`config.mk`:
```
export PLATFORM = sky130hd
export DESIGN_NAME = tkf_lane
export DESIGN_NICKNAME = d
export VERILOG_FILES = /design/src/hw/rtl/tkf_pkg.sv /design/src/hw/rtl/tkf_lane.sv
export SDC_FILE = /design/constraint.sdc
export NUM_CORES = 2
export LEC_CHECK = 0
export CAP_MARGIN = 20
export CORE_MARGIN = 10
export CORE_UTILIZATION = 55
export CTS_BUF_LIST = sky130_fd_sc_hd__clkbuf_8
export CTS_CLUSTER_DIAMETER = 60
export DETAILED_ROUTE_END_ITERATION = 12
export DONT_BUFFER_PORTS = 1
export PLACE_DENSITY = 0.8
export SYNTH_ARGS = -nofsm -noshare
export SYNTH_HDL_FRONTEND = slang
export SYNTH_SLANG_ARGS = --single-unit
```
`constraint.sdc`:
```
create_clock -name clk_i -period 21.1 [get_ports clk_i]
set_clock_uncertainty 0.2 [all_clocks]
set_input_delay 1.055 -clock clk_i [delete_from_list [all_inputs] [get_ports clk_i]]
set_output_delay 1.055 -clock clk_i [all_outputs]
set_load 0.005 [all_outputs]
```
`src/hw/rtl/tkf_pkg.sv`:
```
// ============================================================================
// tkf_pkg
// Shared widths, constants and control types of the two-axis Kalman filter.
// ============================================================================
package tkf_pkg;

  // Field and state widths
  localparam int SampleW = 16;  // raw gyro sample, signed counts
  localparam int EstW    = 32;  // estimate, signed Q16.16
  localparam int VarW    = 32;  // variance, unsigned Q2.30
  localparam int GainW   = 31;  // gain, unsigned Q1.30 (0 .. 1.0)
  localparam int FracW   = 30;  // fraction bits of gain and variances
  localparam int CfgIdxW = 2;   // register index on the config channel

  // Register indexes
  localparam logic [CfgIdxW-1:0] REG_PROCESS_NOISE     = CfgIdxW'(0);
  localparam logic [CfgIdxW-1:0] REG_MEASUREMENT_NOISE = CfgIdxW'(1);

  // Reset values
  localparam logic [VarW-1:0]  PROCESS_NOISE_RST     = VarW'(10737);
  localparam logic [VarW-1:0]  MEASUREMENT_NOISE_RST = VarW'(10737418);
  localparam logic [VarW-1:0]  ERR_VAR_RST           = VarW'(32'h4000_0000);
  localparam logic [GainW-1:0] ONE_Q30               = GainW'(32'h4000_0000);

  // Sequencing strobes shared by the lanes and the merge stage
  typedef struct packed {
    logic load;    // word accepted: lanes capture error magnitude
    logic mul_en;  // gain ready: products are registered
    logic commit;  // results written to state and output register
  } tkf_ctrl_t;

  // Gain divider status
  typedef struct packed {
    logic             busy;
    logic             done;
    logic [GainW-1:0] gain;
  } tkf_div_t;

endpackage

```
`src/hw/rtl/tkf_lane.sv`:
```
// ============================================================================
// tkf_lane
// One axis of the filter: holds the estimate and forms its correction.
// ============================================================================
module tkf_lane (
  input  logic                               clk_i,
  input  logic                               rst_ni,
  input  tkf_pkg::tkf_ctrl_t                 ctrl_i,
  input  logic signed [tkf_pkg::SampleW-1:0] sample_i,
  input  logic [tkf_pkg::GainW-1:0]          gain_i,
  output logic signed [tkf_pkg::EstW-1:0]    est_next_o
);
  import tkf_pkg::*;

  localparam int DiffW = EstW + 1;
  localparam int ProdW = EstW + GainW;
  localparam int RndW  = ProdW - FracW + 1;

  logic signed [EstW-1:0]  estimate_q;
  logic [EstW-1:0]         mag_q;
  logic                    neg_q;
  logic [ProdW-1:0]        prod_q;

  logic signed [DiffW-1:0] diff;
  logic [DiffW-1:0]        diff_abs;
  logic [RndW-1:0]         delta;
  logic signed [RndW-1:0]  est_ext;
  logic signed [RndW-1:0]  est_sum;

  // Innovation: sample in Q16.16 minus the estimate; magnitude below 2^32
  assign diff     = DiffW'($signed({sample_i, 16'h0000})) - DiffW'(estimate_q);
  assign diff_abs = diff[DiffW-1] ? DiffW'(-diff) : DiffW'(diff);

  // Correction rounded to nearest, ties away from zero, applied by sign
  assign delta      = RndW'(prod_q[ProdW-1:FracW]) + RndW'(prod_q[FracW-1]);
  assign est_ext    = RndW'(estimate_q);
  assign est_sum    = neg_q ? est_ext - $signed(delta) : est_ext + $signed(delta);
  assign est_next_o = est_sum[EstW-1:0];

  // Estimate state
  always_ff @(posedge clk_i or negedge rst_ni) begin
    if (!rst_ni) begin
      estimate_q <= '0;
    end else if (ctrl_i.commit) begin
      estimate_q <= est_next_o;
    end
  end

  // Magnitude capture and gain product
  always_ff @(posedge clk_i) begin
    if (ctrl_i.load) begin
      mag_q <= diff_abs[EstW-1:0];
      neg_q <= diff[DiffW-1];
    end
    if (ctrl_i.mul_en) begin
      prod_q <= ProdW'(mag_q) * ProdW'(gain_i);
    end
  end

endmodule

```
==> flow_summary.json <==
{
  "outcome": "finished, final reports clean",
  "core_region_area_um2": 70400,
  "rows": 97,
  "netlist_top_cells_count": "881 x sky130_fd_sc_hd__inv_1, 865 x sky130_fd_sc_hd__fa_1, 565 x sky130_fd_sc_hd__and2_1, 530 x sky130_fd_sc_hd__nand2_1, 298 x sky130_fd_sc_hd__ha_1",
  "gpl.final_weighted_congestion": 0.912,
  "yosys.area.top_type": "sky130_fd_sc_hd__fa_1",
  "grt_first_pass_wirelength_um": 167000,
  "cts_max_path_buffers": 2,
  "leftover_overflow_at_the_end_of_global_routing": 0,
  "clk_root_buffer_cell": "sky130_fd_sc_hd__clkbuf_8",
  "most_repeated_library_cell_on_the_critical_path": "sky130_fd_sc_hd__fa_1",
  "non_filler_instance_count_after_layout": 5067,
  "chipWidth_um": 287,
  "regToRegStartpoint": "mag_q[24]",
  "grtUsageMet3_pct": 6.16,
  "endpoint": "prod_q[56]",
  "worst_path_class_setup": "flip-flop to flip-flop",
  "synth.area.top_cells": "sky130_fd_sc_hd__fa_1 44%, sky130_fd_sc_hd__ha_1 9.5%, sky130_fd_sc_hd__and2_1 9.0%, sky130_fd_sc_hd__inv_1 8.4%, sky130_fd_sc_hd__nand2_1 5.1%",
  "ff2ff_setup_slack_ns": 12.12,
  "report.final.slew_viol_count": 0,
  "synth.ff_latch_count": 98,
  "rsz0062_at_grt": "no",
  "async_reset_ff_share_pct": 32.7,
  "fraction_of_layout_cells_with_a_size_suffix_above_1_pct": 2.42,
  "htree_num_levels": 3,
  "endpoints_failing_setup": 0,
  "routedWlPerCell_um": 20.0,
  "synth_nets": 5517,
  "post-route-period-util_pct": 42.5,
  "drt_pass1_iterations": 9,
  "worst_path_largest_cell_delay_ns": 0.81,
  "io_buffer_count": 0,
  "finalHoldViolCount": 0,
  "post_cts_buffers": 0,
  "min-delay-path-class": "primary input to async pin",
  "dpl.cell_count": 5050,
  "synthToLayoutAreaGrowth_pct": 1.95,
  "main_synth_ff_type": "sky130_fd_sc_hd__edfxtp_1",
  "crit_fanout": 19,
  "n_antenna_cell": 0,
  "worst_path_max_delay_cell": "sky130_fd_sc_hd__edfxtp_1",
  "postRouteAntennaNets": 0,
  "floorplan.die_area_um2": 82500,
  "total_number_of_vias": 29143,
  "synth.cell_area_um2": 39300,
  "synth_sequential_area_ratio_pct": 7.09,
  "antenna_found_initial": 4,
  "largest_net_degree_at_the_start_of_global_routing": 45,
  "critical_path_required_ns": 21.07,
  "cts_tree": "built",
  "ctsHoldBuffers": 0,
  "synth.avg_cell_area_um2": 9.12,
  "layout.nets": 5337,
  "first_iter_violations": 2425,
  "clock_sink_count": 98,
  "grtUsageTotal_pct": 25.4,
  "grtUsageMet2_pct": 42.9,
  "post-route-drc-count": 0,
  "arrival_ns": 8.94,
  "grt_use_met1_pct": 31.7,
  "rr_endpoint": "prod_q[56]",
  "synth_most_common_cell": "sky130_fd_sc_hd__inv_1",
  "totalWireLength_um": 101000,
  "worst_setup_path_start_kind": "flip-flop",
  "final_period_minus_worst_setup_slack_ns": 8.98,
  "setup.worst_path.end_class": "flip-flop",
  "maxCapViolations": 0,
  "cp_cell_sequence": "buf_4, and2_1, fa_1, fa_1, fa_1, inv_1, fa_1, inv_1, fa_1, fa_1, fa_1, inv_1, fa_1, inv_1, ha_1, or4_1, o211ai_1, a21oi_1, o21ai_1, a31oi_1, o211ai_1, o21ai_1, a41oi_1, xnor2_1",
  "first_global_vias": 31456,
  "cts_resized": 0,
  "initial_core_util_pct": 55.8,
  "dp.final_hpwl_um": 77100,
  "numCtsBuffers": 9,
  "slew_headroom_pct": 40.1,
  "syn_inst": 4302,
  "worst_r2r_path_depth": 24,
  "edff_count_synth": 66,
  "synth_top_area_share_pct": 44.1,
  "busiest_layer": "met2",
  "dieHeight_um": 287,
  "fin_tns_setup_ns": 0,
  "setup.worst_path.start": "mag_q[24]",
  "ys.warnings.count": 0,
  "synthDistinctLibCells": 83,
  "route.detailed.vias_per_inst": 5.75,
  "max_clock_freq_mhz": 111,
  "max_slew.worst_pin.slew_ns": 0.886,
  "path_clk_slew_ns": 0.12,
  "worstSkewPairLatency_ns": 0.41,
  "ioPinCount": 84
}
cell type report:
cell class	instances	area [µm²]
fillers	6026	30400
multi-input cells	3095	32300
clock buffers	9	124
flip-flops and latches	98	2780
clock inverters	7	85.1
inverters	882	3310
repair buffers	36	270
well taps	940	1180
kinds of logic after synthesis:
group	synth area share, %
xor+xnor	4.06
simple gates	18.2
buf+inv	10.7
fa+ha+maj	53.6
mux	0.755
compound gates	5.56
flops	7.09
registers in the layout, summed over array words and instances (netlist names):
register / flops
prod_q: 33
mag_q: 32
neg_q: 1
estimate_q: 32
per-stage QoR:
stage / setup slack (ns) / cell area, µm² / utilization (%) / hold slack [ns]
after floorplan: 12.82 / 39300 / - / 0.277
after global placement: 12.02 / 39800 / 56.5 / 0.296
after detailed placement: 11.90 / 39800 / 56.5 / 0.313
after CTS: 12.03 / 40000 / 56.8 / 0.106
after global routing: 11.78 / 40000 / 56.8 / 0.0994
final: 12.12 / 40000 / 56.8 / 0.117
how the worst min path moves through the flow:
stage                    from             end  slack, ns  cells past startpoint
6_report               rst_ni  estimate_q[24]       0.12                      0
3_3_place_gp   estimate_q[16]  estimate_q[16]       0.30                      2
3_5_place_dp   estimate_q[16]  estimate_q[16]       0.31                      2
2_1_floorplan  estimate_q[16]  estimate_q[16]       0.28                      2
4_1_cts                rst_ni  estimate_q[24]       0.11                      0
5_1_grt                rst_ni  estimate_q[24]        0.1                      0
layout by cell type (no fill, tap or decap), types with 4 or more instances in the layout:
| cell type | netlist | layout |
|---|---|---|
| sky130_fd_sc_hd__xor2_1 | 53 | 53 |
| sky130_fd_sc_hd__a21boi_0 | 6 | 6 |
| sky130_fd_sc_hd__nor2_1 | 99 | 99 |
| sky130_fd_sc_hd__or3_1 | 13 | 13 |
| sky130_fd_sc_hd__a21oi_1 | 90 | 90 |
| sky130_fd_sc_hd__nor3_1 | 31 | 31 |
| sky130_fd_sc_hd__o21bai_1 | 16 | 16 |
| sky130_fd_sc_hd__or4_1 | 4 | 4 |
| sky130_fd_sc_hd__buf_4 | 2 | 35 |
| sky130_fd_sc_hd__edfxtp_1 | 66 | 66 |
| sky130_fd_sc_hd__mux2_2 | 21 | 21 |
| sky130_fd_sc_hd__nor2b_1 | 10 | 10 |
| sky130_fd_sc_hd__o31ai_1 | 11 | 11 |
| sky130_fd_sc_hd__and4_1 | 8 | 8 |
| sky130_fd_sc_hd__xnor2_1 | 129 | 129 |
| sky130_fd_sc_hd__o41ai_1 | 4 | 4 |
| sky130_fd_sc_hd__fa_1 | 865 | 865 |
| sky130_fd_sc_hd__and3_1 | 20 | 20 |
| sky130_fd_sc_hd__ha_1 | 298 | 298 |
| sky130_fd_sc_hd__nand4_1 | 18 | 18 |
| sky130_fd_sc_hd__a41oi_1 | 4 | 4 |
| sky130_fd_sc_hd__nor4_1 | 10 | 10 |
| sky130_fd_sc_hd__o2111ai_1 | 4 | 4 |
| sky130_fd_sc_hd__dfrtp_1 | 32 | 32 |
| sky130_fd_sc_hd__o21a_1 | 9 | 9 |
| sky130_fd_sc_hd__a31o_2 | 4 | 4 |
| sky130_fd_sc_hd__nand2b_1 | 11 | 11 |
| sky130_fd_sc_hd__clkbuf_8 | 0 | 9 |
| sky130_fd_sc_hd__o21ai_0 | 69 | 69 |
| sky130_fd_sc_hd__o211ai_1 | 8 | 8 |
| sky130_fd_sc_hd__nand3_1 | 34 | 34 |
| sky130_fd_sc_hd__a21o_1 | 46 | 46 |
| sky130_fd_sc_hd__and2_1 | 565 | 565 |
| sky130_fd_sc_hd__a31oi_1 | 19 | 19 |
| sky130_fd_sc_hd__inv_1 | 881 | 881 |
| sky130_fd_sc_hd__or2_2 | 6 | 6 |
| sky130_fd_sc_hd__mux2i_1 | 6 | 6 |
| sky130_fd_sc_hd__a211oi_1 | 15 | 15 |
| sky130_fd_sc_hd__nand2_1 | 530 | 530 |
critical path: cells and delay by family, from the launching register on:
family                     cells  cell delay, ns
DFF                            1            0.81
buffers and inverters          5            0.62
AOI/OAI and AO/OA              7            2.25
xor gates and xnor gates       1            0.09
adders and majority gates      9            4.04
and+or+nand+nor                2            0.71
routing by layer:
| layer | part of all wire, % | up-vias |
|---|---|---|
| met4 | 3.9 | 2 |
| met3 | 10 | 323 |
| li1 | - | 12575 |
| met2 | 48 | 1478 |
| met1 | 38 | 14765 |
| met5 | 0.013 | - |
Power is left out: the tool's default activity adds up to more than one toggle a clock period on the data nets, which glitch-free logic cannot reach.
