<file path="config.mk">
export PLATFORM = sky130hd
export DESIGN_NAME = tkf_merge_flat
export DESIGN_NICKNAME = d
export VERILOG_FILES = /design/src/hw/rtl/tkf_pkg.sv /design/src/hw/rtl/tkf_out_if.sv /design/src/hw/rtl/tkf_merge.sv /design/src/flat_wrapper.sv
export SDC_FILE = /design/constraint.sdc
export NUM_CORES = 2
export LEC_CHECK = 0
export BUFFER_PORTS_ARGS = -buffer_cell sky130_fd_sc_hd__buf_2
export CAP_MARGIN = 10
export CELL_PAD_IN_SITES_DETAIL_PLACEMENT = 1
export CELL_PAD_IN_SITES_GLOBAL_PLACEMENT = 2
export CORE_AREA = 4 4 340 342
export DETAILED_ROUTE_END_ITERATION = 10
export DIE_AREA = 0 0 344 346
export GPL_TIMING_DRIVEN = 0
export PLACE_DENSITY = 0.73
export SYNTH_ARGS = -nofsm -noshare
export SYNTH_HDL_FRONTEND = slang
export SYNTH_SLANG_ARGS = --single-unit
</file>
<file path="constraint.sdc">
create_clock -name clk_i -period 0.8 [get_ports clk_i]
set_input_delay 0.12 -clock clk_i [delete_from_list [all_inputs] [get_ports clk_i]]
set_output_delay 0.12 -clock clk_i [all_outputs]
set_load 0.03 [all_outputs]
</file>
<file path="src/hw/rtl/tkf_pkg.sv">
// ============================================================================
// tkf_pkg
// Shared widths, constants and control types of the two-axis Kalman filter.
// ============================================================================
package tkf_pkg;

  // Field and state widths
  localparam int SampleW = 16;  // raw gyro sample, signed counts
  localparam int EstW    = 32;  // estimate, signed Q16.16
  localparam int VarW    = 32;  // variance, unsigned Q2.30
  localparam int GainW   = 31;  // gain, unsigned Q1.30 (0 .. 1.0)
  localparam int FracW   = 30;  // fraction bits of gain and variances
  localparam int CfgIdxW = 2;   // register index on the config channel

  // Register indexes
  localparam logic [CfgIdxW-1:0] REG_PROCESS_NOISE     = CfgIdxW'(0);
  localparam logic [CfgIdxW-1:0] REG_MEASUREMENT_NOISE = CfgIdxW'(1);

  // Reset values
  localparam logic [VarW-1:0]  PROCESS_NOISE_RST     = VarW'(10737);
  localparam logic [VarW-1:0]  MEASUREMENT_NOISE_RST = VarW'(10737418);
  localparam logic [VarW-1:0]  ERR_VAR_RST           = VarW'(32'h4000_0000);
  localparam logic [GainW-1:0] ONE_Q30               = GainW'(32'h4000_0000);

  // Sequencing strobes shared by the lanes and the merge stage
  typedef struct packed {
    logic load;    // word accepted: lanes capture error magnitude
    logic mul_en;  // gain ready: products are registered
    logic commit;  // results written to state and output register
  } tkf_ctrl_t;

  // Gain divider status
  typedef struct packed {
    logic             busy;
    logic             done;
    logic [GainW-1:0] gain;
  } tkf_div_t;

endpackage

</file>
<file path="src/hw/rtl/tkf_out_if.sv">
// ============================================================================
// tkf_out_if
// Output channel: one pair of filtered estimates per word.
// ============================================================================
interface tkf_out_if;
  import tkf_pkg::*;

  logic                   valid;
  logic                   ready;
  logic signed [EstW-1:0] filtered_z;
  logic signed [EstW-1:0] filtered_y;

  modport source (output valid, output filtered_z, output filtered_y, input ready);
  modport sink (input valid, input filtered_z, input filtered_y, output ready);
endinterface

</file>
<file path="src/hw/rtl/tkf_merge.sv">
// ============================================================================
// tkf_merge
// Merge stage: updates the shared error variance and holds the output word.
// ============================================================================
module tkf_merge (
  input  logic                            clk_i,
  input  logic                            rst_ni,
  input  tkf_pkg::tkf_ctrl_t              ctrl_i,
  input  logic [tkf_pkg::GainW-1:0]       gain_i,
  input  logic [tkf_pkg::VarW-1:0]        pp_i,
  input  logic signed [tkf_pkg::EstW-1:0] est_z_i,
  input  logic signed [tkf_pkg::EstW-1:0] est_y_i,
  output logic [tkf_pkg::VarW-1:0]        err_var_o,
  output logic                            out_free_o,
  tkf_out_if.source                       out_o
);
  import tkf_pkg::*;

  localparam int ProdW = VarW + GainW;

  logic [VarW-1:0]        err_var_q;
  logic [ProdW-1:0]       prod_q;
  logic                   out_valid_q;
  logic signed [EstW-1:0] out_z_q;
  logic signed [EstW-1:0] out_y_q;

  // Output register is free when empty or being taken this cycle
  assign out_free_o = !out_valid_q || out_o.ready;

  // (1 - K) * Pp, registered before the shift back to Q2.30
  always_ff @(posedge clk_i) begin
    if (ctrl_i.mul_en) begin
      prod_q <= ProdW'(ONE_Q30 - gain_i) * ProdW'(pp_i);
    end
    if (ctrl_i.commit) begin
      out_z_q <= est_z_i;
      out_y_q <= est_y_i;
    end
  end

  // Shared error variance and output valid
  always_ff @(posedge clk_i or negedge rst_ni) begin
    if (!rst_ni) begin
      err_var_q   <= ERR_VAR_RST;
      out_valid_q <= 1'b0;
    end else begin
      if (ctrl_i.commit) begin
        err_var_q   <= prod_q[FracW+VarW-1:FracW];
        out_valid_q <= 1'b1;
      end else if (out_o.ready) begin
        out_valid_q <= 1'b0;
      end
    end
  end

  assign err_var_o        = err_var_q;
  assign out_o.valid      = out_valid_q;
  assign out_o.filtered_z = out_z_q;
  assign out_o.filtered_y = out_y_q;

endmodule

</file>
<file path="src/flat_wrapper.sv">
// flat-port wrapper written by rule: the top's interface ports become plain ports
module tkf_merge_flat import tkf_pkg::*;
  (clk_i, rst_ni, ctrl_i, gain_i, pp_i, est_z_i, est_y_i, err_var_o, out_free_o, out_o_valid, out_o_filtered_z, out_o_filtered_y, out_o_ready);
  tkf_out_if out_o_i ();
  input  logic clk_i;
  input  logic rst_ni;
  input  tkf_pkg::tkf_ctrl_t ctrl_i;
  input  logic [tkf_pkg::GainW-1:0] gain_i;
  input  logic [tkf_pkg::VarW-1:0] pp_i;
  input  logic signed [tkf_pkg::EstW-1:0] est_z_i;
  input  logic signed [tkf_pkg::EstW-1:0] est_y_i;
  output logic [tkf_pkg::VarW-1:0] err_var_o;
  output logic out_free_o;
  output wire logic [$bits(out_o_i.valid)-1:0] out_o_valid;
  output wire logic [$bits(out_o_i.filtered_z)-1:0] out_o_filtered_z;
  output wire logic [$bits(out_o_i.filtered_y)-1:0] out_o_filtered_y;
  input wire logic [$bits(out_o_i.ready)-1:0] out_o_ready;
  assign out_o_valid = out_o_i.valid;
  assign out_o_filtered_z = out_o_i.filtered_z;
  assign out_o_filtered_y = out_o_i.filtered_y;
  assign out_o_i.ready = out_o_ready;
  tkf_merge u_core (.clk_i(clk_i), .rst_ni(rst_ni), .ctrl_i(ctrl_i), .gain_i(gain_i), .pp_i(pp_i), .est_z_i(est_z_i), .est_y_i(est_y_i), .err_var_o(err_var_o), .out_free_o(out_free_o), .out_o(out_o_i));
endmodule
</file>
==> out/summary.log <==
[final_layout] area taken by flip-flops and latches 0.00375 sq mm
[grt] GR Util All Layers 27.4%
[drt] post-DR vias/cell 5.05
[drt] DR DRC count 0
[worst_setup_path] capture instance of the worst register-to-register path u_core.err_var_o[7]
[sta] post-route fraction of the period consumed by the critical path 1130%
[worst_setup_path] r2r setup slk -0.15 ns
[worst_setup_path] Data arrival, critical path 9.13 ns
[drt] wire length per cell 27.3 um
[logic_synthesis] top cell type's share of synthesized area 54.2%
[sta] final-layout worst hold slack -0.204 ns
[drt] vias after detailed routing 29.8k
[placed_design] Post-Place Setup Slack -10.14 ns
[grt] residual overflow from global routing 0
[worst_setup_path] Crit path top cell by count fa_1
[worst_setup_path] logic depth of the worst register-to-register path 2
[worst_setup_path] required time of the worst setup path 0.92 ns
[sta] Final setup violation count 147
[placed_design] gp weighted congestion 0.976
[worst_setup_path] kind of critical path input pin to flip-flop
[cts] number of buffers inserted during clock tree synthesis 17
[logic_synthesis] post-synthesis cell type with the largest combined area fa_1
[die] I/O pin cnt 231
[placed_design] post-detailed-placement cell area 0.0427 sq mm
[worst_setup_path] highest-delay cell along the critical path fa_2
[logic_synthesis] area of the mapped netlist 0.0391 sq mm
[worst_setup_path] Largest stage delay, worst path 0.62 ns
[sta] minimum clock period after layout 9.01 ns
[cts] clock-pin slew on the worst setup and hold paths 0.06 ns
[final_layout] combined area of the multi-input logic cells 0.0330 sq mm
[logic_synthesis] net count after synthesis 5,231
[worst_setup_path] worst-path fanout max 10
[cts] clock latency on the worst-skew pair 0.41 ns
[sta] final-report hold violation count 45
[grt] largest net degree at the start of global routing 34
[final_layout] layout cell share with drive strength beyond 1 19.1%
[hold_path] class of the most critical hold timing path input pin to async pin
[sta] worst clock skew 0.00752 ns
[logic_synthesis] fraction of registers with async set/reset 25.6%
[status] failing checks negative hold slack, negative setup slack
[final_layout] final standard cell count with taps included and fillers excluded 5,896
[status] result of the run complete, but fails checks
[final_layout] relative area change from synthesis to final layout 23.0%
[sta] unrepaired setup endpoints after global routing yes
[logic_synthesis] count of flip-flops with a built-in enable after synthesis 96
[logic_synthesis] cells taking the most area after synthesis fa_1 54%, and2_1 9.3%, inv_1 8.6%
[logic_synthesis] share of the yosys chip area belonging to registers 9.48%
[logic_synthesis] Avg Cell Area, Syn 10.1 sq um
[die] Core Area 0.112 sq mm
[worst_setup_path] worst reg2reg startpoint u_core.err_var_o[7]
[worst_setup_path] endpoint of the worst setup timing path u_core.prod_q[60]
[job] Max Cap Viol 0
[logic_synthesis] Post-Syn Instances 3,887
[cts] CTS root buffer clkbuf_16
[logic_synthesis] flip-flop and latch count after synthesis 129
[die] floorplan die area 0.119 sq mm
[cts] quantity of hold-fixing buffers added after cts 64
[cts] CTS Buffer Depth 2
[worst_setup_path] endpoint kind of the worst setup timing path flip-flop
[placed_design] post-placement cell count 5,618
[cts] count of clock tree sinks 129
[cts] H-tree Lvls 4
[die] height of the die 346 um
[sta] Slew @ Worst Pin 1.28 ns
[drt] DR pass1 iterations 5
[sta] number of max-slew violations in the final report 0
[drt] DR iter-0 viols 1,797
[logic_synthesis] main flop type after synthesis edfxtp_1
[worst_setup_path] launching element of the worst setup path gain_i[11]
[grt] initial antenna violation count 19
[final_layout] Fillers 12.6k
[logic_synthesis] Ys Warns 0
[drt] antenna viol nets, final 0
[final_layout] number of nets in the layout 5,708
[sta] highest attainable clock frequency 111 MHz
[final_layout] cell area after layout 0.0481 sq mm
[die] Die Width 344 um
[die] starting utilization of the core area 34.8%
[grt] vias in the first global route 34.4k
[placed_design] half-perimeter wire length of the detailed placement result 133,000 um
[sta] Worst Setup Slack, final -8.21 ns
[drt] wirelength, routed 161,000 um
[cts] TritonCTS clock tree built
[die] number of rows in the core area 123
[grt] global-route wire length before repair 233,000 um
[worst_setup_path] Worst Setup Start Kind input pin
[logic_synthesis] distinct cell type count after synthesis 56
[placed_design] count of buffers inserted at the top-level ports 228
[sta] normalized max-slew margin 14.5%
[repair_timing]
item / 4_1_cts / 5_1_grt
endpoints found under the setup margin: 199 / 152
hold endpoints to repair: 109 / 45
gates cloned: 2 / 0
pin swaps: 101 / 129
setup buffers: 108 / 60
resized for setup: 537 / 177
[cells by family after synthesis]
| family | count (synthesis) | share of synthesized area, % |
|---|---|---|
| adders and majority gates | 1211 | 59.1 |
| xor gates and xnor gates | 82 | 1.85 |
| AOI/OAI and AO/OA | 153 | 2.44 |
| buffers and inverters | 1096 | 10.5 |
| DFF | 129 | 9.48 |
| muxes | 32 | 0.921 |
| and+or+nand+nor | 1184 | 15.7 |
[synthesized netlist by cell type, types with 2 or more instances]
cell type  count
a211oi_1       6
and3_1         9
a211o_1        2
nand3b_1       2
nor2_1        31
a31o_2         2
dfrtp_1       32
a2111oi_0      3
nor4_1         6
xor2_1        17
nand4_1        9
mux2_2        32
inv_1        895
a31oi_1        9
nand3_1        9
a311o_1        2
nand2b_1       7
fa_1        1060
nand2_1      485
or2_2          3
nor3_1        18
or4_1          3
xnor2_1       64
o21ai_0       26
o21bai_1       7
nor2b_1        8
edfxtp_1      96
ha_1         151
buf_2          3
o21a_1         2
a221oi_1       3
nor4b_1        2
clkbuf_1     198
a21oi_1       57
and2_1       580
a21o_1        20
or3_1          4
o211ai_1       6
[layout by cell type, fill, tap and decap left out, drive strengths merged, types with 4 or more instances in the layout]
master       count
fa            1060
inv            895
and2           581
nand2          485
buf            418
clkbuf         198
ha             151
edfxtp          96
dlygate4sd3     64
xnor2           64
a21oi           57
dfrtp           32
mux2            32
nor2            31
o21ai           26
a21o            20
diode           19
nor3            19
xor2            18
nand4            9
and3             9
a31oi            9
nand3            9
nor2b            8
nand2b           7
o21bai           7
nor4             7
o211ai           6
a211oi           6
clkinvlp         4
or4              4
or3              4
[area by class of cell]
cell class                 instances  area share (%)
multi-input combinational       2662            68.6
tap                             1500            3.90
timing repair buffer             461            8.47
inverter                         895            6.99
buffer                           198            2.89
clock inverter                     9           0.270
clock buffer                      23           0.993
sequential                       129            7.79
antenna                           19          0.0988
[registers in the layout, indices dropped and copies added, names as in the netlist]
register                 cells
u_core.prod_q               32
u_core.out_o.valid           1
u_core.out_o.filtered_z     32
u_core.out_o.filtered_y     32
u_core.err_var_o            32
[worst min path at each step]
stage | start | to | slack [ns] | cells after the start
after floorplan | rst_ni | u_core.err_var_o[0] | -0.18 | 0
after global placement | rst_ni | u_core.out_o.valid | 0.24 | 1
after detailed placement | rst_ni | u_core.err_var_o[27] | 0.26 | 1
after CTS | rst_ni | u_core.out_o.valid | -0.20 | 1
after global routing | rst_ni | u_core.out_o.valid | -0.16 | 1
final | rst_ni | u_core.out_o.valid | -0.20 | 1
[per-layer routing]
| metal | share of wire (%) | routed length, um | global-route usage (%) | vias up |
|---|---|---|---|---|
| li1 | - | - | - | 12200 |
| met1 | 37 | 60300 | 33.9 | 16200 |
| met2 | 50 | 80700 | 47.4 | 1054 |
| met3 | 6.6 | 10600 | 3.58 | 311 |
| met4 | 5.8 | 9340 | 12.7 | 0 |
| met5 | 0 | 0 | 0 | - |
[metrics by stage]
stage / TNS [ns] / utilization [%]
3_5_place_dp: -379.24 / 38.0
2_1_floorplan: -240.05 / -
3_3_place_gp: -416.07 / 37.9
6_report: -282.56 / 42.8
5_1_grt: -292.92 / 42.8
4_1_cts: -282.69 / 41.8
[worst max-delay path, delay by kind of cell]
kind	cells	cell delay, ns
AND/OR/NAND/NOR	9	2.58
adder cells (fa/ha/maj)	9	4.57
AO/OA/AOI/OAI	4	0.78
XOR/XNOR	1	0.17
buffers and inverters	7	0.87
Power is not shown: default switching activity piles up to over one toggle a cycle in this logic, so the estimate is an artifact.
