### src/hw/rtl/tkf_pkg.sv
// ============================================================================
// tkf_pkg
// Shared widths, constants and control types of the two-axis Kalman filter.
// ============================================================================
package tkf_pkg;

  // Field and state widths
  localparam int SampleW = 16;  // raw gyro sample, signed counts
  localparam int EstW    = 32;  // estimate, signed Q16.16
  localparam int VarW    = 32;  // variance, unsigned Q2.30
  localparam int GainW   = 31;  // gain, unsigned Q1.30 (0 .. 1.0)
  localparam int FracW   = 30;  // fraction bits of gain and variances
  localparam int CfgIdxW = 2;   // register index on the config channel

  // Register indexes
  localparam logic [CfgIdxW-1:0] REG_PROCESS_NOISE     = CfgIdxW'(0);
  localparam logic [CfgIdxW-1:0] REG_MEASUREMENT_NOISE = CfgIdxW'(1);

  // Reset values
  localparam logic [VarW-1:0]  PROCESS_NOISE_RST     = VarW'(10737);
  localparam logic [VarW-1:0]  MEASUREMENT_NOISE_RST = VarW'(10737418);
  localparam logic [VarW-1:0]  ERR_VAR_RST           = VarW'(32'h4000_0000);
  localparam logic [GainW-1:0] ONE_Q30               = GainW'(32'h4000_0000);

  // Sequencing strobes shared by the lanes and the merge stage
  typedef struct packed {
    logic load;    // word accepted: lanes capture error magnitude
    logic mul_en;  // gain ready: products are registered
    logic commit;  // results written to state and output register
  } tkf_ctrl_t;

  // Gain divider status
  typedef struct packed {
    logic             busy;
    logic             done;
    logic [GainW-1:0] gain;
  } tkf_div_t;

endpackage

### src/hw/rtl/tkf_gain_div.sv
// ============================================================================
// tkf_gain_div
// Restoring divider for the Kalman gain Pp * 2^30 / (Pp + R), one bit a cycle.
// ============================================================================
module tkf_gain_div (
  input  logic                     clk_i,
  input  logic                     rst_ni,
  input  logic                     start_i,
  input  logic [tkf_pkg::VarW-1:0] pp_i,
  input  logic [tkf_pkg::VarW-1:0] rnoise_i,
  output tkf_pkg::tkf_div_t        st_o
);
  import tkf_pkg::*;

  localparam int DenW = VarW + 1;
  localparam int RemW = VarW + 2;
  localparam int CntW = $clog2(GainW + 1);

  logic [DenW-1:0]  den_q;
  logic [RemW-1:0]  rem_q;
  logic [GainW-1:0] quo_q;
  logic [CntW-1:0]  cnt_q;
  logic             busy_q;
  logic             done_q;

  logic             ge;
  logic [RemW-1:0]  rem_sub;
  logic [RemW-1:0]  rem_sel;

  // One trial subtraction; remainder stays below den, so the shift fits
  assign ge      = rem_q >= RemW'(den_q);
  assign rem_sub = rem_q - RemW'(den_q);
  assign rem_sel = ge ? rem_sub : rem_q;

  // Control
  always_ff @(posedge clk_i or negedge rst_ni) begin
    if (!rst_ni) begin
      busy_q <= 1'b0;
      done_q <= 1'b0;
      cnt_q  <= '0;
    end else if (start_i) begin
      busy_q <= 1'b1;
      done_q <= 1'b0;
      cnt_q  <= CntW'(GainW);
    end else if (busy_q) begin
      cnt_q <= cnt_q - CntW'(1);
      if (cnt_q == CntW'(1)) begin
        busy_q <= 1'b0;
        done_q <= 1'b1;
      end
    end else begin
      done_q <= 1'b0;
    end
  end

  // Datapath: quotient starts at bit 30 since Pp never exceeds Pp + R
  always_ff @(posedge clk_i) begin
    if (start_i) begin
      den_q <= DenW'(pp_i) + DenW'(rnoise_i);
      rem_q <= RemW'(pp_i);
      quo_q <= '0;
    end else if (busy_q) begin
      rem_q <= {rem_sel[RemW-2:0], 1'b0};
      quo_q <= {quo_q[GainW-2:0], ge};
    end
  end

  // Zero denominator gives a gain of one
  assign st_o.busy = busy_q;
  assign st_o.done = done_q;
  assign st_o.gain = (den_q == '0) ? ONE_Q30 : quo_q;

endmodule

### config.mk
export PLATFORM = sky130hd
export DESIGN_NAME = tkf_gain_div
export DESIGN_NICKNAME = d
export VERILOG_FILES = /design/src/hw/rtl/tkf_pkg.sv /design/src/hw/rtl/tkf_gain_div.sv
export SDC_FILE = /design/constraint.sdc
export NUM_CORES = 1
export LEC_CHECK = 0
export ABC_AREA = 0
export BUFFER_PORTS_ARGS = -buffer_cell sky130_fd_sc_hd__buf_2
export CAP_MARGIN = 20
export CORE_UTILIZATION = 55
export CTS_CLUSTER_DIAMETER = 30
export DETAILED_ROUTE_END_ITERATION = 6
export PLACE_DENSITY = 0.85
export SLEW_MARGIN = 20
export SYNTH_ARGS = -nofsm -noshare
export SYNTH_HDL_FRONTEND = slang
export SYNTH_SLANG_ARGS = --single-unit
export TNS_END_PERCENT = 30
### constraint.sdc
create_clock -name clk_i -period 7 [get_ports clk_i]
set_input_delay 0 -clock clk_i [delete_from_list [all_inputs] [get_ports clk_i]]
set_output_delay 0 -clock clk_i [all_outputs]
set_load 0.01 [all_outputs]
==> results of run 1 <==
==> state kept, by name (all words and copies together), names as in the netlist <==
name and cells:
busy_q 1, cnt_q 5, den_q 33, done_q 1, quo_q 31, rem_q 34
==> power groups by stage <==
stage	clock (mW)	sequential [mW]	combinational (mW)
after floorplan	0	0.895	1.35
after global routing	0.573	0.932	1.85
after detailed placement	0	0.928	1.63
after CTS	0.547	0.916	1.65
after global placement	0	0.921	1.60
final	0.537	0.919	1.67
==> layer usage <==
metal	vias up	share of wire, %	routed length (µm)	track usage, %
met1	3129	45	8270	34.4
met2	251	47	8600	41.5
met4	0	2.4	439	9.68
li1	3307	-	-	-
met3	29	5.4	993	3.90
met5	-	0	0	0
==> through the flow <==
stage               std cells  setup slack [ns]  util (%)  power, mW
floorplan                 853              3.67         -       2.24
global placement         1090              2.76      60.4       2.52
detailed placement       1090              2.66      60.4       2.55
CTS                      1128              2.64      64.2       3.12
global route             1128              2.33      64.2       3.35
finish                   1128              2.63      64.2       3.13
==> cells by family (layout without fill, tap and decap cells) <==
| group | after synthesis | in the layout | synth area share (%) |
|---|---|---|---|
| buffers and inverters | 93 | 188 | 5.60 |
| AND/OR/NAND/NOR | 280 | 280 | 18.4 |
| flip-flops | 105 | 105 | 34.9 |
| AO/OA/AOI/OAI | 204 | 204 | 18.1 |
| XOR/XNOR | 60 | 60 | 6.58 |
| multiplexers | 42 | 42 | 5.39 |
| adder cells (fa/ha/maj) | 69 | 69 | 11.0 |
==> cell usage in the layout (no fill, tap or decap), drive strengths merged, types with 6 or more instances in the layout <==
cell type,n
o311ai,16
dlygate4sd3,22
nand2,53
o21ai,30
edfxtp,65
mux2,8
xor2,20
inv,52
o211ai,7
a211oi,6
nand3b,15
dfrtp,7
o21a,8
dfxtp,33
nand4,8
clkbuf,12
a221o,10
ha,67
a21o,24
a21oi,59
nand3,16
nor2b,45
nor2,64
a211o,6
nor4,15
nor3,17
mux2i,34
and3,8
xnor2,40
nand2b,16
buf,102
o21bai,6
==> worst max path at each step <==
stage | endpoint | slack, ns | depth (start not counted)
global route | rem_q[15] | 2.33 | 14
global placement | rem_q[15] | 2.76 | 14
CTS | rem_q[11] | 2.64 | 14
detailed placement | rem_q[11] | 2.66 | 14
finish | rem_q[11] | 2.63 | 14
floorplan | rem_q[11] | 3.67 | 14
==> critical path, cell delays in order, from the launching register on <==
cell      delay, ns
edfxtp_1       0.36
inv_1          0.08
ha_1           0.16
inv_1          0.05
fa_1           0.43
a211oi_4       0.28
o21bai_2       0.13
a211oi_4       0.29
o211ai_2       0.16
a41oi_2        0.27
a21oi_2        0.16
o22ai_4        0.72
buf_4          0.39
mux2_2         0.36
mux2_2         0.25
==> final cells by class <==
class	count	share of cell area (%)
Clock buffer	12	3.20
Clock inverter	4	0.388
Inverter	48	2.00
Multi-Input combinational cell	655	52.8
Sequential cell	105	30.9
Tap cell	180	2.50
Timing Repair Buffer	124	8.21
==> synth_stat cells, drive strengths merged, types with 5 or more instances <==
cell type / n
ha: 67
edfxtp: 65
nor2: 64
a21oi: 59
nand2: 53
inv: 48
nor2b: 45
xnor2: 40
mux2i: 34
dfxtp: 33
o21ai: 30
clkbuf: 27
a21o: 24
xor2: 20
buf: 18
nor3: 17
nand2b: 16
nand3: 16
o311ai: 16
nand3b: 15
nor4: 15
a221o: 10
and3: 8
mux2: 8
nand4: 8
o21a: 8
dfrtp: 7
o211ai: 7
a211o: 6
a211oi: 6
o21bai: 6
a31oi: 5
or2: 5
==> summary.txt, run 1 <==
Status
  • Status: finished, final reports clean

Clock tree
  • Clock root buffer master: clkbuf_16
  • Maximum clock path buffer count: 2
  • CTS clk-pin slew, worst paths: 0.07 ns
  • Post_cts resized: 0
  • CTS tree: done
  • Clock latency on the worst-skew pair: 0.35 ns
  • # Post-CTS Setup Buffers: 0
  • Cts hold-fix bufs: 22
  • Clock sinks: 105
  • Cts bufs inserted: 9
  • CTS H-tree depth: 3

Logic synthesis
  • Sequential area share after synthesis: 34.9%
  • Post-synth ARST share: 6.67%
  • Syn Inst Count: 853
  • Synthesized cell area: 0.00798 mm²
  • Avg Cell Area, Syn: 9.36 µm²
  • EDFF count, synth: 65
  • Post-synth top area cell: edfxtp_1
  • Synth Flop Type: edfxtp_1
  • Largest cells by area after synthesis: edfxtp_1, ha_1, dfxtp_1
  • Synth top area share: 24.5%
  • Synthesis warning total: 0
  • Seq cells post-synth: 105
  • Syn Nets: 989
  • Distinct cells, synth: 76

Global route
  • Total grt overflow: 0
  • Largest net degree at the start of global routing: 93
  • Initial antenna violation count: 0
  • Vias in the first global route: 6237
  • First-pass GRT wire length: 30.1 mm
  • Gr usage total: 25.6%

Setup path
  • WP data arrival: 4.48 ns
  • CP Capture Type: flop
  • Crit-path max FO: 35
  • Critical Path Start Type: flop
  • Critical Path RT: 7.11 ns
  • RR Endpoint: rem_q[11]
  • FF-to-FF Start: rem_q[0]
  • Reg-to-reg slack, setup: 2.63 ns
  • Worst Setup Path Type: reg2reg
  • CP startpoint: rem_q[0]
  • R2R cell count: 14

Route
  • Post-DR wirelength/cell: 16.2 µm
  • DRC: 0
  • Initial DRT Pass Iterations: 5
  • Antenna-violating nets left: 0
  • WL final: 18.3 mm
  • Via density: 5.95
  • Drt initial violations: 474
  • DR vias: 6716

Timing
  • Final slew viol count: 0
  • Final Critical Period: 4.37 ns
  • Final hold vios: 0
  • Worst Tran Pin Value: 1.03 ns
  • Setup TNS: 0 ns
  • Skew final: 0.00835 ns
  • RSZ-0062 raised after global routing: false
  • Max_slew headroom: 31.2%
  • Hold slack: 0.0144 ns
  • Period utilisation layout: 62.4%
  • Final setup viols: 0
  • Fmax: 229 MHz

Floorplan
  • IO Pins: 100
  • FP Rows: 43
  • Starting Density: 56.8%
  • Die area: 0.0150 mm²
  • Chip width: 122 µm
  • Die height: 122 µm
  • Core Region: 0.0140 mm²

Pwr
  • Combinational Power Share: 53.5%
  • Seq pwr share: 29.4%
  • Psw: 1.28 mW
  • Leakage power total: 4.19 nW
  • Clk network pwr share: 17.2%
  • P_int: 1.85 mW
  • Power Dens Cells: 347 mW/mm²
  • Maximum vdd ir drop: 0.000160 V
  • Sw Ratio: 40.9%

Final layout
  • Multi-input gate area: 0.00476 mm²
  • Layout cells sized above 1: 15.7%
  • # fillers: 1142
  • Design area: 0.00902 mm²
  • Nets: 1079
  • Layout area overhead: 13.0%
  • Sequential cell area: 0.00279 mm²
  • Antenna cells: 0

Place
  • Port bufs: 99
  • GPL Wtd Cong: 0.967
  • Placed cell areas: 0.00848 mm²
  • Post-DP HPWL: 13.6 mm

Worst hold path
  • Hold crit path type: in2reg
  • Hold path startpoint: pp_i[10]
  • Hold path depth: 3
  • WHS Endpoint: rem_q[10]

Flow run
  • Max_cap viols: 0
No activity file was read; power rests on OpenSTA's default activity.
==> run 2, diff against run 1 <==
--- a/config.mk
+++ b/config.mk
@@ -8,10 +8,10 @@
 export ABC_AREA = 0
 export BUFFER_PORTS_ARGS = -buffer_cell sky130_fd_sc_hd__buf_2
 export CAP_MARGIN = 20
-export CORE_UTILIZATION = 55
+export CORE_UTILIZATION = 54
 export CTS_CLUSTER_DIAMETER = 30
 export DETAILED_ROUTE_END_ITERATION = 6
-export PLACE_DENSITY = 0.85
+export PLACE_DENSITY = 0.87
 export SLEW_MARGIN = 20
 export SYNTH_ARGS = -nofsm -noshare
 export SYNTH_HDL_FRONTEND = slang
==> constraint.sdc (replaced) <==
create_clock -name clk_i -period 3.8 [get_ports clk_i]
set_input_delay 0 -clock clk_i [delete_from_list [all_inputs] [get_ports clk_i]]
set_output_delay 0 -clock clk_i [all_outputs]
set_load 0.01 [all_outputs]
==> summary.txt, run 2 (synthesized netlist as in run 1, its figures left out) <==
Status
  • Status: finished, final reports clean

Global route
  • Gr usage total: 25.8% (+0.14 points)
  • Largest net degree at the start of global routing: 61 (-34%)
  • First-pass GRT wire length: 30.4 mm (+1.1%)
  • Vias in the first global route: 6252 (+0.24%)
  • Total grt overflow: 0 (unchanged)
  • Initial antenna violation count: 0 (unchanged)

Clock tree
  • Clock sinks: 105 (unchanged)
  • CTS H-tree depth: 3 (unchanged)
  • Cts bufs inserted: 9 (unchanged)
  • CTS clk-pin slew, worst paths: 0.08 ns (about the same)
  • Clock latency on the worst-skew pair: 0.37 ns (+0.02 ns)
  • Clock root buffer master: clkbuf_16
  • CTS tree: done
  • Maximum clock path buffer count: 2 (unchanged)

Setup path
  • Crit-path slowest cell: fa_1
  • RR Endpoint: rem_q[24]
  • Worst path cell trace: inv_1 -> ha_1 -> inv_1 -> fa_1 -> a211oi_4 -> o21bai_2 -> a211oi_4 -> o211ai_2 -> a41oi_2 -> a21oi_2 -> o22ai_4 -> buf_12 -> mux2_2 -> mux2_2
  • CP Capture Type: flop
  • Worst Setup Path Type: reg2reg
  • R2R cell count: 14 (unchanged)
  • Reg-to-reg slack, setup: 0.16 ns (-2.47 ns)
  • Critical Path RT: 3.92 ns (-3.19 ns)
  • Crit-path max FO: 9 (-74%)
  • Critical Path Start Type: flop
  • Critical path buffer and inverter count: 3 (unchanged)
  • FF-to-FF Start: rem_q[0]
  • WP data arrival: 3.77 ns (-0.71 ns)
  • CP peak stage delay: 0.44 ns (-0.28 ns)
  • CP delay by family, top: compound AO/OA/AOI/OAI gates

Final layout
  • Layout cells sized above 1: 16.6% (+0.85 points)
  • # fillers: 1148 (+0.53%)
  • Commonest non-fill, non-tap cell in the layout: buf_2
  • Top Registers: rem_q x34, den_q x33, quo_q x31
  • Layout area overhead: 14.4%
  • Sequential cell area: 0.00279 mm² (unchanged)
  • Multi-input gate area: 0.00476 mm² (unchanged)
  • Design area: 0.00913 mm² (+1.2%)
  • Nets: 1091 (+1.1%)
  • Commonest cells after routing, fill and taps aside: buf_2, ha_1, edfxtp_1
  • Antenna cells: 0 (unchanged)
  • Max reg flops: 34 (unchanged)
  • Most flops, register: rem_q

Pwr
  • Overall power: 5.94 mW (+90%)
  • Power Dens Cells: 651 mW/mm² (+88%)
  • Sw Ratio: 41.4% (+0.47 points)
  • Clk network pwr share: 16.9% (-0.3 points)
  • Combinational Power Share: 54.5% (+1.0 points)
  • Maximum vdd ir drop: 0.000321 V (+100%)
  • Leakage power total: 4.24 nW (+1.3%)
  • Seq pwr share: 28.6% (-0.8 points)
  • P_int: 3.48 mW (+88%)
  • Psw: 2.46 mW (+92%)

Route
  • Via density: 5.99 (+0.57%)
  • Post-DR wirelength/cell: 16.6 µm (+2.4%)
  • WL final: 19.0 mm (+3.8%)
  • DR vias: 6850 (+2.0%)
  • Drt initial violations: 498 (+5.1%)
  • Initial DRT Pass Iterations: 7 (+2)
  • DRC: 0 (unchanged)
  • Antenna-violating nets left: 0 (unchanged)

Place
  • GPL Wtd Cong: 0.914 (-5.5%)
  • Port bufs: 99 (unchanged)
  • Placed cell areas: 0.00853 mm² (+0.68%)
  • Post-DP HPWL: 14.2 mm (+4.5%)

Timing
  • Period utilisation layout: 95.8% (+33 points)
  • Final Critical Period: 3.64 ns (-0.726 ns)
  • Setup TNS: 0 ns (unchanged)
  • Fmax: 275 MHz (+20%)
  • Worst Tran Pin Value: 0.845 ns (-0.187 ns)
  • Final slew viol count: 0 (unchanged)
  • Max_slew headroom: 43.7% (+12 points)
  • Final hold vios: 0 (unchanged)
  • Final setup viols: 0 (unchanged)
  • Skew final: 0.0141 ns (+0.00579 ns)
  • RSZ-0062 raised after global routing: false

Floorplan
  • IO Pins: 100 (unchanged)
  • Die height: 124 µm (+0.91%)
  • Chip width: 124 µm (+0.91%)
  • Die area: 0.0153 mm² (+1.8%)
  • Starting Density: 55.1% (-1.7 points)
  • FP Rows: 44 (+2.3%)
  • Core Region: 0.0145 mm² (+3.1%)

Worst hold path
  • Hold path depth: 2 (-1)
  • WHS Endpoint: rem_q[1]
  • Hold path startpoint: pp_i[1]
  • Hold crit path type: in2reg

Flow run
  • Max_cap viols: 0 (unchanged)
==> run 2: worst register-to-register path, stage by stage, from the launching register on <==
cell      delay, ns
edfxtp_1       0.36
inv_1          0.09
ha_1           0.17
inv_1          0.06
fa_1           0.44
a211oi_4       0.28
o21bai_2       0.13
a211oi_4       0.30
o211ai_2       0.16
a41oi_2        0.28
a21oi_2        0.16
o22ai_4        0.21
buf_12         0.16
mux2_2         0.33
mux2_2         0.26
==> run 2: per-stage QoR <==
step	hold slack (ns)	util, %	cells	setup slack, ns
floorplan	-0.296	-	853	0.469
global placement	-0.159	58.9	1101	0.204
detailed placement	-0.158	58.9	1101	0.0727
CTS	0.00343	62.8	1141	0.0460
global route	0.0112	63.0	1144	0.0448
finish	0.00460	63.0	1144	0.158
==> run 2: final cells by class <==
| type | count | share of cell area, % |
|---|---|---|
| Inverter | 48 | 1.97 |
| Sequential cell | 105 | 30.6 |
| Clock inverter | 7 | 1.04 |
| Clock buffer | 9 | 2.47 |
| Multi-Input combinational cell | 655 | 52.2 |
| Tap cell | 184 | 2.52 |
| Timing Repair Buffer | 136 | 9.29 |
==> run 2: what timing repair did <==
item,in CTS,in global routing
resized for setup,0,0
setup buffers,0,3
hold endpoints to repair,30,0
hold buffers,24,0
setup endpoints to repair,0,12
==> run 2: routing by layer <==
layer / up-vias / part of all wire (%) / GRT usage (%)
li1: 3336 / - / -
met1: 3171 / 43 / 33.6
met2: 294 / 47 / 42.3
met3: 49 / 5.6 / 4.08
met4: 0 / 3.5 / 11.1
met5: - / 0 / 0
==> run 2: worst max path at each step <==
| stage | start | endpoint | slack (ns) | cells past startpoint |
|---|---|---|---|---|
| floorplan | rem_q[0] | rem_q[11] | 0.47 | 14 |
| global placement | rem_q[0] | rem_q[31] | 0.20 | 14 |
| detailed placement | rem_q[0] | rem_q[3] | 0.07 | 14 |
| CTS | rem_q[0] | rem_q[3] | 0.05 | 14 |
| global route | rem_q[0] | rem_q[15] | 0.04 | 14 |
| finish | rem_q[0] | rem_q[24] | 0.16 | 14 |
==> run 2: power groups by stage <==
| stage | Sequential (mW) | Clock, mW | Combinational, mW |
|---|---|---|---|
| 3_3_place_gp | 1.71 | 0 | 2.99 |
| 2_1_floorplan | 1.65 | 0 | 2.48 |
| 6_report | 1.70 | 1.00 | 3.24 |
| 5_1_grt | 1.72 | 1.06 | 3.54 |
| 4_1_cts | 1.70 | 1.02 | 3.12 |
| 3_5_place_dp | 1.72 | 0 | 3.08 |
==> run 3, diff against run 2 <==
--- a/config.mk
+++ b/config.mk
@@ -6,7 +6,7 @@
 export NUM_CORES = 1
 export LEC_CHECK = 0
 export ABC_AREA = 0
-export BUFFER_PORTS_ARGS = -buffer_cell sky130_fd_sc_hd__buf_2
+export BUFFER_PORTS_ARGS = -buffer_cell sky130_fd_sc_hd__clkbuf_2
 export CAP_MARGIN = 20
 export CORE_UTILIZATION = 54
 export CTS_CLUSTER_DIAMETER = 30
==> summary.txt, run 3 (synthesized netlist as in run 1, its figures left out) <==
Route
  • DRC: 0 (unchanged)
  • DR vias: 6736 (-1.7%)
  • Initial DRT Pass Iterations: 5 (-2)
  • Post-DR wirelength/cell: 16.8 µm (+1.1%)
  • Drt initial violations: 441 (-11%)
  • WL final: 19.0 mm (+0.21%)
  • Via density: 5.94 (-0.80%)
  • Antenna-violating nets left: 0 (unchanged)

Pwr
  • Clk network pwr share: 15.8% (-1.1 points)
  • Maximum vdd ir drop: 0.000308 V (-4.0%)
  • Seq pwr share: 29.2% (+0.6 points)
  • Sw Ratio: 41.9% (+0.52 points)
  • Overall power: 5.82 mW (-2.0%)
  • Leakage power total: 4.17 nW (-1.6%)
  • Power Dens Cells: 647 mW/mm² (-0.64%)
  • P_int: 3.38 mW (-2.9%)
  • Psw: 2.44 mW (-0.81%)
  • Combinational Power Share: 55.0% (+0.5 points)

Floorplan
  • Core Region: 0.0145 mm² (unchanged)
  • Starting Density: 55.1% (unchanged)
  • FP Rows: 44 (unchanged)
  • Die height: 124 µm (unchanged)
  • Chip width: 124 µm (unchanged)
  • Die area: 0.0153 mm² (unchanged)
  • IO Pins: 100 (unchanged)

Setup path
  • Crit-path slowest cell: fa_1
  • Crit-path max FO: 10 (+1)
  • WP data arrival: 3.76 ns (about the same)
  • Worst path cell trace: inv_1 -> ha_1 -> inv_1 -> fa_1 -> a211oi_4 -> o21bai_2 -> a211oi_4 -> o211ai_2 -> a41oi_2 -> a21oi_2 -> o22ai_4 -> buf_12 -> mux2_2 -> mux2_2
  • Critical Path RT: 3.91 ns (about the same)
  • CP peak stage delay: 0.44 ns (about the same)
  • CP Capture Type: flop
  • Critical Path Start Type: flop
  • Worst Setup Path Type: reg2reg

Flow run
  • Max_cap viols: 0 (unchanged)

Place
  • Placed cell areas: 0.00853 mm² (unchanged)
  • Port bufs: 99 (unchanged)
  • Cell total after placement: 1101 (unchanged)
  • Post-DP HPWL: 14.3 mm (+0.65%)
  • GPL Wtd Cong: 0.933 (+2.1%)

Final layout
  • Commonest cells after routing, fill and taps aside: clkbuf_2, ha_1, edfxtp_1
  • Layout cells sized above 1: 16.4% (-0.14 points)
  • Non-Filler Instances: 1134 (-0.87%)
  • Antenna cells: 0 (unchanged)
  • Most flops, register: rem_q
  • Max reg flops: 34 (unchanged)
  • Commonest non-fill, non-tap cell in the layout: clkbuf_2
  • Layout area overhead: 12.7%
  • Nets: 1081 (-0.92%)
  • Design area: 0.00900 mm² (-1.4%)
  • Top Registers: rem_q x34, den_q x33, quo_q x31

Clock tree
  • Post_cts resized: 0 (unchanged)
  • CTS tree: done
  • CTS clk-pin slew, worst paths: 0.07 ns (about the same)
  • Cts bufs inserted: 9 (unchanged)
  • Clock root buffer master: clkbuf_16
  • Clock latency on the worst-skew pair: 0.36 ns (about the same)
  • Clock sinks: 105 (unchanged)
  • CTS H-tree depth: 3 (unchanged)
  • Maximum clock path buffer count: 2 (unchanged)

Global route
  • First-pass GRT wire length: 29.9 mm (-1.6%)
  • Total grt overflow: 0 (unchanged)
  • Largest net degree at the start of global routing: 60 (-1.6%)
  • Initial antenna violation count: 1 (+1)
  • Vias in the first global route: 6243 (-0.14%)
  • Gr usage total: 25.3% (-0.46 points)

Timing
  • RSZ-0062 raised after global routing: true
  • Worst Tran Pin Value: 0.836 ns (-0.00828 ns)
  • Final Critical Period: 3.65 ns (+0.00785 ns)
  • Skew final: 0.00963 ns (-0.00452 ns)
  • Setup TNS: 0 ns (unchanged)
  • Period utilisation layout: 96.1% (+0.21 points)
  • Final hold vios: 0 (unchanged)
  • Final slew viol count: 0 (unchanged)
  • Final setup viols: 0 (unchanged)
  • Hold slack: 0.00555 ns (+0.000951 ns)
  • Max_slew headroom: 44.2% (+0.55 points)
  • Fmax: 274 MHz (-0.22%)

Worst hold path
  • Hold crit path type: in2reg

Status
  • Status: finished, final reports clean
==> run 3: layer usage <==
| metal | part of all wire, % | vias up | track usage [%] |
|---|---|---|---|
| met2 | 48 | 224 | 41.8 |
| met1 | 44 | 3159 | 32.8 |
| met5 | 0 | - | 0 |
| met4 | 2.9 | 0 | 10.3 |
| li1 | - | 3319 | - |
| met3 | 5.2 | 34 | 4.21 |
==> run 3: what timing repair did <==
action,4_1_cts,5_1_grt
hold endpoints to repair,21,0
hold buffers,16,0
buffers inserted,0,1
endpoints found under the setup margin,0,15
==> run 3: final timing paths <==
path / endpoint / depth (start not counted) / startpoint / slack (ns)
max in group asynchronous: busy_q / 2 / rst_ni / 3.55
min in group asynchronous: done_q / 2 / rst_ni / 0.06
worst min register to register: quo_q[30] / 2 / quo_q[30] / 0.50
worst max-delay path: rem_q[15] / 14 / rem_q[0] / 0.15
worst max register to register: rem_q[15] / 14 / rem_q[0] / 0.15
worst min-delay path: rem_q[14] / 3 / pp_i[14] / 0.006
==> run 3: cell type report <==
class / instances / area [µm²]
fillers: 1202 / 5480
multi-input cells: 655 / 4760
flip-flops and latches: 105 / 2790
repair buffers: 126 / 753
well taps: 184 / 230
clock buffers: 9 / 225
inverters: 48 / 180
clock inverters: 7 / 61.3
==> run 3: power groups by stage <==
stage	registers (mW)	clock network, mW	logic [mW]
6_report	1.70	0.921	3.20
5_1_grt	1.72	0.976	3.50
4_1_cts	1.69	0.938	3.11
3_5_place_dp	1.72	0	3.06
3_3_place_gp	1.71	0	3.00
2_1_floorplan	1.65	0	2.48
==> run 3: critical path, delay by kind of cell, from the launching register on <==
family / cells / cell delay [ns]
AOI/OAI and AO/OA: 7 / 1.56
adders and majority gates: 2 / 0.59
buffers and inverters: 3 / 0.30
DFF: 1 / 0.36
muxes: 2 / 0.58
==> run 3: through the flow <==
stage | utilization, % | setup slack [ns]
3_5_place_dp | 58.9 | 0.112
4_1_cts | 62.0 | 0.0990
2_1_floorplan | - | 0.469
5_1_grt | 62.2 | -0.0445
6_report | 62.2 | 0.150
3_3_place_gp | 58.9 | 0.198
